### config.mk
export PLATFORM = sky130hd
export DESIGN_NAME = frba_cordic_cell
export DESIGN_NICKNAME = d
export VERILOG_FILES = /design/src/fresnel_reflectance_by_angle_core_defines.svh /design/src/frba_pkg.sv /design/src/frba_cordic_cell.sv
export SDC_FILE = /design/constraint.sdc
export NUM_CORES = 1
export LEC_CHECK = 0
export BUFFER_PORTS_ARGS = -buffer_cell sky130_fd_sc_hd__buf_2
export CORE_MARGIN = 3
export CORE_UTILIZATION = 52
export CTS_BUF_LIST = sky130_fd_sc_hd__clkbuf_4 sky130_fd_sc_hd__clkbuf_8
export DETAILED_ROUTE_END_ITERATION = 8
export PLACE_DENSITY = 0.79
export SETUP_SLACK_MARGIN = 0.5
export SYNTH_ARGS = -nofsm -noshare
export SYNTH_HDL_FRONTEND = slang
export SYNTH_SLANG_ARGS = --single-unit
### constraint.sdc
create_clock -name clk -period 3 [get_ports clk]
set_input_delay 0 -clock clk [delete_from_list [all_inputs] [get_ports clk]]
set_output_delay 0 -clock clk [all_outputs]
set_load 0.05 [all_outputs]
### src/fresnel_reflectance_by_angle_core_defines.svh
// Assertion macros for the Fresnel reflectance core.
// Included by the top level; expects clk and rst in scope.
`ifndef FRESNEL_REFLECTANCE_BY_ANGLE_CORE_DEFINES_SVH
`define FRESNEL_REFLECTANCE_BY_ANGLE_CORE_DEFINES_SVH

// same-cycle implication
`define FRBA_ASSERT_NOW(label, ante, cons, msg) \
  label: assert property (@(posedge clk) disable iff (rst) (ante) |-> (cons)) \
    else $error(msg);

// next-cycle implication
`define FRBA_ASSERT_NEXT(label, ante, cons, msg) \
  label: assert property (@(posedge clk) disable iff (rst) (ante) |=> (cons)) \
    else $error(msg);

`endif

### src/frba_pkg.sv
// Shared widths, constants and types for the Fresnel reflectance core.
// No dependencies.
package frba_pkg;

  localparam int XY_W   = 34;   // CORDIC x/y, signed Q30 with headroom
  localparam int Z_W    = 27;   // CORDIC residual angle, signed
  localparam int ANG_W  = 25;   // incidence angle, 2^-24 rad
  localparam int SC_W   = 31;   // clamped sin/cos, Q30 in [0, 2^30]
  localparam int ROOT_W = 32;   // square root result bits
  localparam int SREM_W = 34;   // square root remainder
  localparam int RDEN_W = 64;   // ratio numerator/denominator before normalizing
  localparam int NORM_STEPS = 6;
  localparam int QDIV_W = 31;   // normalized denominator width
  localparam int DIV_STEPS  = 31;
  localparam int SQ_W   = 63;   // ratio squared, Q62

  localparam logic [ANG_W-1:0] HALF_PI_ANGLE = 25'd26353589;
  localparam logic signed [XY_W-1:0] CORDIC_GAIN = 34'sd652032874;
  localparam logic signed [XY_W-1:0] ONE_Q30 = 34'sd1073741824;
  localparam logic [16:0] FULL_REFL = 17'd65536;

  localparam logic [1:0] REG_ANGLE_STEP  = 2'd0;
  localparam logic [1:0] REG_INDEX_OUTER = 2'd1;
  localparam logic [1:0] REG_INDEX_INNER = 2'd2;

  typedef struct packed {
    logic [32:0] a_term;
    logic [48:0] p_term;
    logic        crit;
    logic        zero;
  } sqrt_side_t;

  function automatic logic signed [Z_W-1:0] atan_entry(input int i);
    logic signed [Z_W-1:0] v;
    v = '0;
    case (i)
      0: v = 27'sd13176795;
      1: v = 27'sd7778716;
      2: v = 27'sd4110060;
      3: v = 27'sd2086331;
      4: v = 27'sd1047214;
      5: v = 27'sd524117;
      6: v = 27'sd262123;
      7: v = 27'sd131069;
      default: begin
        if (i <= 24) v = 27'sd1 <<< (24 - i);
        else v = '0;
      end
    endcase
    return v;
  endfunction

endpackage

### src/frba_cordic_cell.sv
// One rotation stage of the sin/cos CORDIC chain.
// Depends on frba_pkg.
module frba_cordic_cell import frba_pkg::*; #(
  parameter int STAGE = 0,
  parameter int SW = 1
) (
  input  logic                   clk,
  input  logic                   rst,
  input  logic                   en,
  input  logic                   in_valid,
  input  logic signed [XY_W-1:0] in_x,
  input  logic signed [XY_W-1:0] in_y,
  input  logic signed [Z_W-1:0]  in_z,
  input  logic [SW-1:0]          in_side,
  output logic                   out_valid,
  output logic signed [XY_W-1:0] out_x,
  output logic signed [XY_W-1:0] out_y,
  output logic signed [Z_W-1:0]  out_z,
  output logic [SW-1:0]          out_side
);
  localparam logic signed [Z_W-1:0] ATAN = atan_entry(STAGE);

  logic signed [XY_W-1:0] dx, dy;
  assign dx = in_y >>> STAGE;
  assign dy = in_x >>> STAGE;

  always_ff @(posedge clk) begin
    if (rst) out_valid <= 1'b0;
    else if (en) out_valid <= in_valid;
  end

  always_ff @(posedge clk) begin
    if (en) begin
      out_side <= in_side;
      if (in_z >= 0) begin
        out_x <= in_x - dx;
        out_y <= in_y + dy;
        out_z <= in_z - ATAN;
      end else begin
        out_x <= in_x + dx;
        out_y <= in_y - dy;
        out_z <= in_z + ATAN;
      end
    end
  end
endmodule

==> Implementation_results.wiki <==
{| class="wikitable"
! Metric !! Value
|-
| Slew at the pin closest to its max-slew limit || 716.9 ps
|-
| Slew Limit Fails || 0
|-
| Average size of a mapped cell || 8.667 µm²
|-
| Number of distinct library cell variants in the gate-level netlist after synthesis || 75
|-
| DRC errors left || 0
|-
| Syn-to-layout area delta || 23.92%
|-
| Leading register cell type out of synthesis || edfxtp_1
|-
| CTS sink cnt || 96
|-
| CTS clock-pin slew for the worst setup and hold paths || ~100 ps
|-
| Hold Fails Final Rpt || 0
|-
| Mux share of post-synthesis cell area || between 1 and 1.5%
|-
| Number of antenna violations at the first check in global routing || 0
|-
| Root buffer cell || clkbuf_8
|-
| Final hold slack || 19.61 ps
|-
| Pin count of the biggest net entering global routing || 88
|-
| Portion of synthesized cell area occupied by the leading cell type || 29.65%
|-
| Synth Warn # || 0
|-
| Compound-Gate Fraction of Synth Area || 24.74%
|-
| Synth Area in Simple Gates || 12.56%
|-
| Die H || 142.0 µm
|-
| Fraction of synthesized cell area in xor and xnor cells || 8.011%
|-
| Overall fraction of global-route tracks in use || 26.59%
|-
| CP cell instances || buf_8 > inv_4 > ha_4 > fa_2 > nor2b_4 > o211ai_2 > a311oi_2 > buf_4 > a31o_4 > a211o_1 > a221oi_4 > o21ai_2 > a2111oi_2 > a21o_1 > xnor2_1
|-
| Post-route minimum period || 2505 ps
|-
| Detailed Place HPWL || 21.62 mm
|-
| Combined buffer and inverter count along the critical path || 3
|-
| Non-filler cells in the finished layout || 1589
|-
| Number of vias per cell || 5.804
|-
| Total cell area at the placement stage || 11300 µm²
|-
| Type of the setup path with the least slack || input pin to flip-flop
|-
| Per-cell routed wire length || 17.51 µm
|-
| Detail Route Antenna Nets || 0
|-
| Final Wtd Congestion || 0.9747
|-
| TritonCTS clock tree || yes
|-
| Post-synth design cell area || between 9000 and 10000 µm²
|-
| Worst stage delay on the critical path || approximately 350 ps
|-
| Crit-path leading delay family || compound AO/OA/AOI/OAI gates
|-
| Post-route cell area || 11920 µm²
|-
| Number of CTS-inserted buffers || 9
|-
| Number of flops mapped to enable cells by yosys || 95
|-
| Cells after Synth || 1110
|-
| Largest family of logic cells by synthesized area || compound AO/OA/AOI/OAI gates
|-
| 1st-pass router iterations || 5
|-
| Count of pins on the block boundary || 197
|-
| Maximum clock insertion buffer count || 2
|-
| Tcrit/Tclk final || 83.50%
|-
| Finished Core Util || 65.91%
|-
| CP Data Arrival Time || 2640 ps
|-
| Worst-path maximum fanout || 4
|-
| Main area contributors after synthesis || edfxtp_1 (30%), ha_1 (16%), xnor2_1 (7.3%)
|-
| Diodes inserted || 0
|-
| First-pass GRT wire length || between 40 and 50 mm
|-
| Yosys reg bits || 96
|-
| Ratio of cells with drive above 1 in the final layout || 27.21%
|-
| Fin Clk Skew || 0 ps
|-
| Starting density of the core || 53.19%
|-
| Top achievable clock speed || 399.2 MHz
|-
| Deepest level of the CTS H-tree || 3
|-
| Count of endpoints failing setup in the final report || 0
|-
| Number of nets at the end of the flow || 1585
|-
| Largest vdd supply drop || slightly below 0.0003 V
|-
| CP required || approximately 3100 ps
|-
| Die area || 20170 µm²
|-
| Normalized max-slew margin || between 50% and 60%
|-
| Starting DRC count in detailed routing || 873
|-
| Filler Cell Count || ~1500
|-
| Ratio of total power to cell area || 461.9 nW/µm²
|-
| Static leakage || 5.311 nW
|-
| Cell count after placement || ~1600
|-
| Max-cap violation count || 0
|-
| Library cell occupying the most area in the post-synthesis netlist || edfxtp_1
|-
| Worst min-delay path category || input pin to flip-flop
|-
| Critical Path Source Type || input pin
|-
| Number of global-route vias before repair || 8873
|-
| Number of core rows || between 40 and 50
|-
| RSZ-0062 raised after global routing || yes
|-
| Core outline area || 18090 µm²
|-
| Vias post-DR || 9222
|-
| Latest clock arrival within the worst-skew pair || between 300 and 400 ps
|-
| Master of the slowest instance on the critical path || a211o_1
|-
| Routed wire length || 27.82 mm
|-
| Setup Total Neg Slack || 0 ps
|-
| Total gr overflow || 0
|-
| Input/output buffers || between 150 and 200
|-
| Setup slack on the worst flop-to-flop path || 1810 ps
|-
| Share of the yosys chip area belonging to registers || between 20% and 30%
|-
| Cell with the most instances after synthesis || a21oi_1
|-
| Horizontal extent of the die || roughly 140 µm
|-
| Top cells by instance count after synthesis || a21oi_1 (127), ha_1 (125), inv_1 (110), edfxtp_1 (95), nor2_1 (83)
|-
| Post-synthesis net count || ~1300
|-
| Share of synthesized registers carrying an async set or reset || 0%
|-
| Adder-cell share of the synthesized area || 17.09%
|-
| Critical path capture point type || flip-flop
|-
| Run status || finished, final reports clean
|}
==> flip-flops by register name, summed over array words and instances, names as in the netlist <==
register	cells
out_y	33
out_z	27
out_x	34
out_side	1
out_valid	1
==> layout make-up <==
cell class	count	area [µm²]	share of cell area, %
multi-input combinational	855	6490	54.44
sequential	96	2873	24.10
timing repair buffer	281	1665	13.97
inverter	113	439.2	3.684
tap	229	286.5	2.403
clock buffer	9	123.9	1.039
clock inverter	6	43.79	0.3673
==> cells by family (layout without fill, tap and decap cells) <==
group | count (synthesis) | in the layout
AOI/OAI and AO/OA | 374 | 374
muxes | 13 | 13
buffers and inverters | 159 | 409
DFF | 96 | 96
xor gates and xnor gates | 88 | 88
adders and majority gates | 129 | 129
and+or+nand+nor | 251 | 251
==> power by group <==
group	leakage (nW)	switching (mW)	internal, mW
clock	0.0859	0.502	0.302
sequential	0.938	0.0529	1.77
combinational	4.29	1.93	0.952
total	5.31	2.48	3.03
==> worst reg2reg max path, stage by stage, from the launching register on <==
cell and delay [ps]:
dfxtp_1 330, mux2i_1 140, nor2_1 50, dlygate4sd3_1 560
==> per-layer routing <==
layer	routed length (µm)	part of all wire [%]	GRT usage, %
met4	563	2.0	8.283
met3	2143	7.7	3.394
met5	0	0	0
met2	13790	50	47.38
met1	11310	41	33.51
==> through the flow <==
stage,power (mW),worst slack [ps]
2_1_floorplan,3.825,395.4
3_3_place_gp,4.563,14.03
3_5_place_dp,4.589,-29.39
4_1_cts,5.431,469.0
5_1_grt,5.781,372.6
6_report,5.507,495.0
==> timing repair <==
item | in CTS | in global routing
gates resized for setup | 18 | 56
endpoints found under the hold margin | 3 | 0
cloned | 0 | 0
pin swaps | 12 | 30
setup endpoints to repair | 10 | 32
hold buffers | 4 | 0
setup buffers | 5 | 8
==> layout by cell type (no fill, tap or decap), types with 10 or more instances in the layout <==
| cell | netlist | layout |
|---|---|---|
| buf_2 | 8 | 192 |
| nor3_1 | 23 | 20 |
| inv_1 | 110 | 105 |
| o21a_1 | 11 | 10 |
| o21ai_0 | 77 | 73 |
| edfxtp_1 | 95 | 95 |
| xnor2_1 | 80 | 80 |
| a21oi_1 | 127 | 119 |
| nand4_1 | 16 | 16 |
| buf_4 | 2 | 79 |
| a21o_1 | 21 | 21 |
| nor2_1 | 83 | 83 |
| nor2b_1 | 18 | 16 |
| o21bai_1 | 28 | 27 |
| ha_1 | 125 | 112 |
| nand2b_1 | 11 | 11 |
| nand2_1 | 61 | 60 |
| mux2i_1 | 13 | 13 |
==> final timing paths <==
kind / endpoint / depth (start not counted) / from
max: out_y[32] / 15 / in_y[0]
min: out_x[0] / 3 / in_y[0]
max reg2reg: out_valid / 3 / out_valid
min reg2reg: out_valid / 3 / out_valid
Power figures use the tool's default switching activity.
