==> config.mk <==
export PLATFORM = sky130hd
export DESIGN_NAME = frba_sqrt_cell
export DESIGN_NICKNAME = d
export VERILOG_FILES = /design/src/fresnel_reflectance_by_angle_core_defines.svh /design/src/frba_pkg.sv /design/src/frba_sqrt_cell.sv
export SDC_FILE = /design/constraint.sdc
export NUM_CORES = 1
export LEC_CHECK = 0
export BUFFER_PORTS_ARGS = -buffer_cell sky130_fd_sc_hd__buf_2
export CAP_MARGIN = 20
export CORE_ASPECT_RATIO = 0.8
export CORE_MARGIN = 1
export CORE_UTILIZATION = 40
export DETAILED_ROUTE_END_ITERATION = 10
export MAX_ROUTING_LAYER = met4
export PLACE_DENSITY_LB_ADDON = 0.12
export SLEW_MARGIN = 40
export SYNTH_ARGS = -nofsm -noshare
export SYNTH_HDL_FRONTEND = slang
export SYNTH_SLANG_ARGS = --single-unit
==> constraint.sdc <==
create_clock -name clk -period 6.5 [get_ports clk]
set_input_delay 1.95 -clock clk [delete_from_list [all_inputs] [get_ports clk]]
set_output_delay 1.95 -clock clk [all_outputs]
set_load 0.02 [all_outputs]
==> src/fresnel_reflectance_by_angle_core_defines.svh <==
// Assertion macros for the Fresnel reflectance core.
// Included by the top level; expects clk and rst in scope.
`ifndef FRESNEL_REFLECTANCE_BY_ANGLE_CORE_DEFINES_SVH
`define FRESNEL_REFLECTANCE_BY_ANGLE_CORE_DEFINES_SVH

// same-cycle implication
`define FRBA_ASSERT_NOW(label, ante, cons, msg) \
  label: assert property (@(posedge clk) disable iff (rst) (ante) |-> (cons)) \
    else $error(msg);

// next-cycle implication
`define FRBA_ASSERT_NEXT(label, ante, cons, msg) \
  label: assert property (@(posedge clk) disable iff (rst) (ante) |=> (cons)) \
    else $error(msg);

`endif

==> src/frba_pkg.sv <==
// Shared widths, constants and types for the Fresnel reflectance core.
// No dependencies.
package frba_pkg;

  localparam int XY_W   = 34;   // CORDIC x/y, signed Q30 with headroom
  localparam int Z_W    = 27;   // CORDIC residual angle, signed
  localparam int ANG_W  = 25;   // incidence angle, 2^-24 rad
  localparam int SC_W   = 31;   // clamped sin/cos, Q30 in [0, 2^30]
  localparam int ROOT_W = 32;   // square root result bits
  localparam int SREM_W = 34;   // square root remainder
  localparam int RDEN_W = 64;   // ratio numerator/denominator before normalizing
  localparam int NORM_STEPS = 6;
  localparam int QDIV_W = 31;   // normalized denominator width
  localparam int DIV_STEPS  = 31;
  localparam int SQ_W   = 63;   // ratio squared, Q62

  localparam logic [ANG_W-1:0] HALF_PI_ANGLE = 25'd26353589;
  localparam logic signed [XY_W-1:0] CORDIC_GAIN = 34'sd652032874;
  localparam logic signed [XY_W-1:0] ONE_Q30 = 34'sd1073741824;
  localparam logic [16:0] FULL_REFL = 17'd65536;

  localparam logic [1:0] REG_ANGLE_STEP  = 2'd0;
  localparam logic [1:0] REG_INDEX_OUTER = 2'd1;
  localparam logic [1:0] REG_INDEX_INNER = 2'd2;

  typedef struct packed {
    logic [32:0] a_term;
    logic [48:0] p_term;
    logic        crit;
    logic        zero;
  } sqrt_side_t;

  function automatic logic signed [Z_W-1:0] atan_entry(input int i);
    logic signed [Z_W-1:0] v;
    v = '0;
    case (i)
      0: v = 27'sd13176795;
      1: v = 27'sd7778716;
      2: v = 27'sd4110060;
      3: v = 27'sd2086331;
      4: v = 27'sd1047214;
      5: v = 27'sd524117;
      6: v = 27'sd262123;
      7: v = 27'sd131069;
      default: begin
        if (i <= 24) v = 27'sd1 <<< (24 - i);
        else v = '0;
      end
    endcase
    return v;
  endfunction

endpackage

==> src/frba_sqrt_cell.sv <==
// One result bit of the restoring integer square root chain.
// Depends on frba_pkg.
module frba_sqrt_cell import frba_pkg::*; #(
  parameter int PAIR = 0,
  parameter int SW = 1
) (
  input  logic              clk,
  input  logic              rst,
  input  logic              en,
  input  logic              in_valid,
  input  logic [63:0]       in_rad,
  input  logic [SREM_W-1:0] in_rem,
  input  logic [ROOT_W-1:0] in_root,
  input  logic [SW-1:0]     in_side,
  output logic              out_valid,
  output logic [63:0]       out_rad,
  output logic [SREM_W-1:0] out_rem,
  output logic [ROOT_W-1:0] out_root,
  output logic [SW-1:0]     out_side
);
  localparam int LO = 2 * PAIR;

  logic [SREM_W+1:0] trial, tsub;
  logic              ge;
  assign trial = {in_rem, in_rad[LO+1 -: 2]};
  assign tsub  = {2'b00, in_root, 2'b01};
  assign ge    = trial >= tsub;

  always_ff @(posedge clk) begin
    if (rst) out_valid <= 1'b0;
    else if (en) out_valid <= in_valid;
  end

  always_ff @(posedge clk) begin
    if (en) begin
      out_rad  <= in_rad;
      out_side <= in_side;
      out_rem  <= ge ? SREM_W'(trial - tsub) : SREM_W'(trial);
      out_root <= {in_root[ROOT_W-2:0], ge};
    end
  end
endmodule

==> out/results.ini, run 1 <==
[status]
status=finished, final reports clean

[timing]
finalSetupTns_ps=0
fin_crit_sh_pct=68.3
hold_ws_ps=488
hold_viol=0
fmax_ghz=0.225
final-setup-viol-count=0
tightest_slew_ps=755
min_period_ps=4440
rsz0062_at_grt=no
clock_skew_ps=0
slew_viol_final=0
maxSlewHeadroom_pct=49.7

[clocking]
cts-resized-gates=0
clock_path_buffers=2
cts_tree=done
cts-hold-fix-buffers=0
clk_pin_slew_worst_paths_ps=60
htree_levels=4
clkLatencyLatePin_ps=430
post_cts_buffers=0
clock-root-buffer=clkbuf_16
cts_sinks=132
cts_made_buffers=17

[floorplan]
start_util_pct=41.6
die_w_um=143
row_count=40
pin_count=267
fp.dieH_um=114
coreArea_mm2=0.0152
die-area_mm2=0.0163

[power]
power.density_mw_per_mm2=300
peakVddDrop_mv=0.185
leakage_uw=0.00381

[worst_setup_path]
critPathArrivalTime_ps=4620
crit_chain=buf_2 > ha_1 > a21o_1 > o41ai_1 > o211ai_1 > a211oi_1 > o21a_4 > inv_2 > mux2_1
reg2reg_depth=2
cp-start-kind=primary input
cp.depth=9
r2r-start=out_valid
path_delay_family=compound AO/OA/AOI/OAI gates
crit_path_max_incr_delay_ps=500
end_kind=flop
slowest_stage=o21a_4
timing.rr.end=out_valid
crit_type=in2reg
path_max_fanout=44
cp.required_ps=6670
cp_num_buf_inv=2
r2r_setup_slack_ps=5930

[job]
maxCapViolCount=0

[route]
via_count=4944
viasPerCell=4.95
routedWlPerCell_um=16.7
drtIter0Drc=331
drc=0
wl_mm=16.6
dr.pass1.iters=5
ant_nets=0

[global_routing]
grt_pass1_vias=4723
grt_overflow=0
grt_antenna_before_repair=3
grtUsageTotal_pct=21.2
grt_max_degree=83
grt_pass1_wl_mm=25.0

[logic_synthesis]
synthCells=497
ys.flop_type=edfxtp_1
synth-seq-cells=132
synth.avg_cell_area_um2=12.7
async_flop_share_pct=0
synth_warnings=0
ys_types=57
synth_nets=666
syn-cell-area_mm2=0.00632
synth_edf_count=131
ys_seq_area_share_pct=62.5

[min_path]
hold_depth=2
hold_start=out_valid
min_to=out_valid
hold_class=reg2reg

[placement]
hpwlAfterDp_mm=12.7
post-place-cells=963
place_congestion=0.817
io_buffers=266

[cells_and_area]
final_nets=941
fin_cells=998
areaGrowthSynthToFinish_pct=34.3
layout-drive-gt1-share_pct=39.4

-- kinds of logic (layout without fill, tap and decap cells) --
group | count (synthesis) | in the layout | share of synthesized area (%)
buffers and inverters | 54 | 342 | 3.38
AND/OR/NAND/NOR | 113 | 113 | 8.68
XOR/XNOR | 28 | 28 | 3.88
multiplexers | 7 | 7 | 1.17
AO/OA/AOI/OAI | 129 | 129 | 13.7
flip-flops | 132 | 132 | 62.5
adder cells (fa/ha/maj) | 34 | 34 | 6.73
other | 0 | 3 | 0
-- final cells by class --
type | instances | area [µm²]
multi-input cells | 311 | 2160
flip-flops and latches | 132 | 3950
diodes | 3 | 7.51
clock inverters | 14 | 164
repair buffers | 268 | 1350
inverters | 42 | 158
clock buffers | 18 | 429
fillers | 1382 | 6720
well taps | 210 | 263
-- power by group --
group,switching (µW),internal (µW)
combinational,317,185
sequential,20.7,1040
clock,405,576
-- metrics by stage --
| stage | area [µm²] | power (µW) | worst slack [ps] | util [%] |
|---|---|---|---|---|
| CTS | 8480 | 2560 | 1770 | 55.7 |
| finish | 8490 | 2540 | 2060 | 55.8 |
| floorplan | 6320 | 1390 | 2180 | - |
| detailed placement | 7890 | 1580 | 1330 | 51.8 |
| global route | 8490 | 2640 | 1820 | 55.8 |
| global placement | 7890 | 1580 | 1440 | 51.8 |
-- synthesized netlist by cell type (2+ instances only) --
| master | count | area, µm² |
|---|---|---|
| o31ai_1 | 3 | 22.5 |
| and3_1 | 9 | 56.3 |
| o221ai_1 | 2 | 17.5 |
| a21o_1 | 21 | 158 |
| o21ai_0 | 12 | 60.1 |
| o41ai_1 | 3 | 26.3 |
| and2_1 | 6 | 37.5 |
| clkbuf_1 | 5 | 18.8 |
| nand3_1 | 4 | 20.0 |
| a311oi_4 | 2 | 52.6 |
| xnor2_1 | 12 | 105 |
| o21ai_1 | 31 | 155 |
| a31oi_1 | 5 | 31.3 |
| xor2_1 | 16 | 140 |
| nand2_1 | 48 | 180 |
| inv_1 | 41 | 154 |
| nor2_1 | 15 | 56.3 |
| buf_2 | 6 | 30.0 |
| edfxtp_1 | 131 | 3930 |
| o211ai_1 | 3 | 22.5 |
| a21boi_0 | 2 | 15.0 |
| nand4_1 | 7 | 43.8 |
| nor3_1 | 8 | 40.0 |
| mux2_1 | 3 | 33.8 |
| ha_1 | 34 | 425 |
| nand2b_1 | 6 | 37.5 |
| a31o_1 | 2 | 17.5 |
| o31a_1 | 2 | 17.5 |
| nor2b_1 | 2 | 12.5 |
| a21oi_1 | 26 | 130 |
| mux2i_1 | 4 | 40.0 |
-- flip-flops by register name, summed over array words and instances, names as in the netlist --
name	count
out_root	32
out_side	1
out_rad	64
out_rem	34
out_valid	1
-- cell usage in the layout, fill, tap and decap left out, drive strengths merged, types with 5 or more instances in the layout --
master	Yosys	routed
inv	42	50
a21oi	26	26
nor2	15	15
xnor2	12	12
xor2	16	16
clkbuf	5	18
nand2	48	48
and2	6	6
ha	34	34
and3	9	9
nor3	8	8
a21o	22	22
buf	7	268
nand2b	6	6
nand4	7	7
edfxtp	131	131
a31oi	5	5
o21ai	44	44
-- per-layer routing --
metal	GRT usage, %	routed length [µm]	vias up
li1	-	-	2409
met1	27.1	7580	2337
met2	32.7	7770	180
met3	5.81	1080	18
met4	6.88	220	0
met5	-	0	-
-- worst max path at each step --
| stage | slack (ps) | from | to |
|---|---|---|---|
| finish | 2060 | in_rem[7] | out_rem[32] |
| global route | 1820 | in_rem[7] | out_rem[32] |
| CTS | 1770 | in_rem[7] | out_rem[32] |
| detailed placement | 1330 | in_rem[7] | out_rem[1] |
| global placement | 1440 | in_rem[7] | out_rem[2] |
| floorplan | 2180 | in_root[27] | out_rem[3] |
-- worst min-delay path: cells and delay by family (launching register included) --
kind	cells	cell delay, ps
DFF	1	320
and+or+nand+nor	1	70
muxes	1	60
(Power assumes the default switching activity.)
==> run 2, diff against run 1 <==
- clock period: 6.5 -> 4.21 ns (I/O delays scaled with it)
==> run 2 against run 1 <==
Non-clock buffer count up 9. First-iteration DRC count down 31%. Critical path depth unchanged. Die area unchanged. Design area up 0.44%. Sequential share of layout area down 0.20 points. Clock-buffer cell count unchanged. Power up 52%. Clock power up 47%. Sequential power up 55%. Largest cell class unchanged.
==> out/results.ini, run 2 (synthesis results as in run 1) <==
[worst_setup_path]
crit_start=in_rem[7]
critPathArrivalTime_ps=3850
r2r-start=out_valid
path_max_fanout=15
cp_num_buf_inv=2
crit_type=in2reg
end_kind=flop
cp.required_ps=4370
slowest_stage=o41ai_1
crit_chain=buf_2 > ha_1 > a21o_1 > o41ai_1 > o211ai_1 > a211oi_1 > o21a_2 > inv_2 > mux2_1
r2r_setup_slack_ps=3630
path_delay_family=compound AO/OA/AOI/OAI gates
cp-start-kind=primary input
crit_path_max_incr_delay_ps=450

[min_path]
hold_start=out_valid
hold_class=reg2reg

[route]
drtIter0Drc=228
wl_met3_mm=1.30
via_count=4950
drc=0
wl_mm=16.7
dr.pass1.iters=5
wl_met1_mm=7.55
routedWlPerCell_um=16.6
ant_nets=0
highest_layer=met4
viasPerCell=4.92
dr_wl_met2_mm=7.73

[job]
maxCapViolCount=0

[status]
status=finished, final reports clean

[floorplan]
coreArea_mm2=0.0152
die_w_um=143
start_util_pct=41.6
row_count=40
die-area_mm2=0.0163
pin_count=267
fp.dieH_um=114

[cells_and_area]
layout_commonest_cell=buf_2
areaGrowthSynthToFinish_pct=34.9
top_regs=out_rad: 64 flops, out_rem: 34 flops, out_root: 32 flops
largest_register=out_rad
layout-drive-gt1-share_pct=40.1
layout_common_cells=265 x buf_2, 131 x edfxtp_1, 48 x nand2_1
largest_reg_flops=64
final_nets=950
final_area_mm2=0.00853
fin_cells=1007

[timing]
finalWorstSetupSlack_ps=521
tightest_slew_ps=678
min_period_ps=3690
rsz0062_at_grt=no
fmax_ghz=0.271
hold_viol=0
finalSetupTns_ps=0
final-setup-viol-count=0
fin_crit_sh_pct=87.6
maxSlewHeadroom_pct=54.8
clock_skew_ps=0
slew_viol_final=0

[placement]
io_buffers=266
place_congestion=0.853
pre_cts_ws_ps=172
dpl_cell_area_mm2=0.00795
post-place-cells=972
hpwlAfterDp_mm=12.9

[clocking]
clk_pin_slew_worst_paths_ps=60
clock_path_buffers=2
cts-hold-fix-buffers=0
htree_levels=4
cts_sinks=132
cts_made_buffers=17
cts_tree=done
cts-resized-gates=0
clock-root-buffer=clkbuf_16
clkLatencyLatePin_ps=420
post_cts_buffers=0

[global_routing]
grt_pass1_wl_mm=25.2
grt_antenna_before_repair=3
grt_overflow=0
grt_max_degree=71
grtUsageTotal_pct=21.4
grt_pass1_vias=4880

[power]
leakage_uw=0.00385
finalPower_uw=3870
power.density_mw_per_mm2=453
peakVddDrop_mv=0.321

[run 2: area by class of cell]
| class | instances | area (µm²) |
|---|---|---|
| inverters | 42 | 158 |
| clock buffers | 18 | 429 |
| repair buffers | 277 | 1420 |
| flip-flops and latches | 132 | 3950 |
| well taps | 210 | 263 |
| diodes | 3 | 7.51 |
| multi-input cells | 311 | 2160 |
| fillers | 1353 | 6690 |
| clock inverters | 14 | 140 |
[run 2: stage by stage]
stage                     hold WS [ps]  utilization [%]
after global placement             471             52.3
after floorplan                    579                -
after global routing               517             56.1
final                              501             56.1
after detailed placement           489             52.3
after CTS                          506             56.0
[run 2: metal layers]
metal / vias to the layer above / track usage, %
li1: 2429 / -
met1: 2299 / 26.9
met2: 208 / 33.2
met3: 14 / 6.52
met4: 0 / 6.31
met5: - / -
[run 2: worst min-delay path: cells and delay by family (launching register included)]
family,cells,cell delay (ps)
DFF,1,330
and+or+nand+nor,1,70
muxes,1,70
[run 2: power by group]
| group | total [µW] | switching, µW | internal, µW |
|---|---|---|---|
| clock | 1440 | 611 | 831 |
| sequential | 1640 | 31.2 | 1610 |
| combinational | 788 | 493 | 295 |
[run 2: worst paths after layout]
check,to,depth (start not counted)
max,out_rem[27],9
max reg2reg,out_valid,2
min,out_valid,2
min reg2reg,out_valid,2
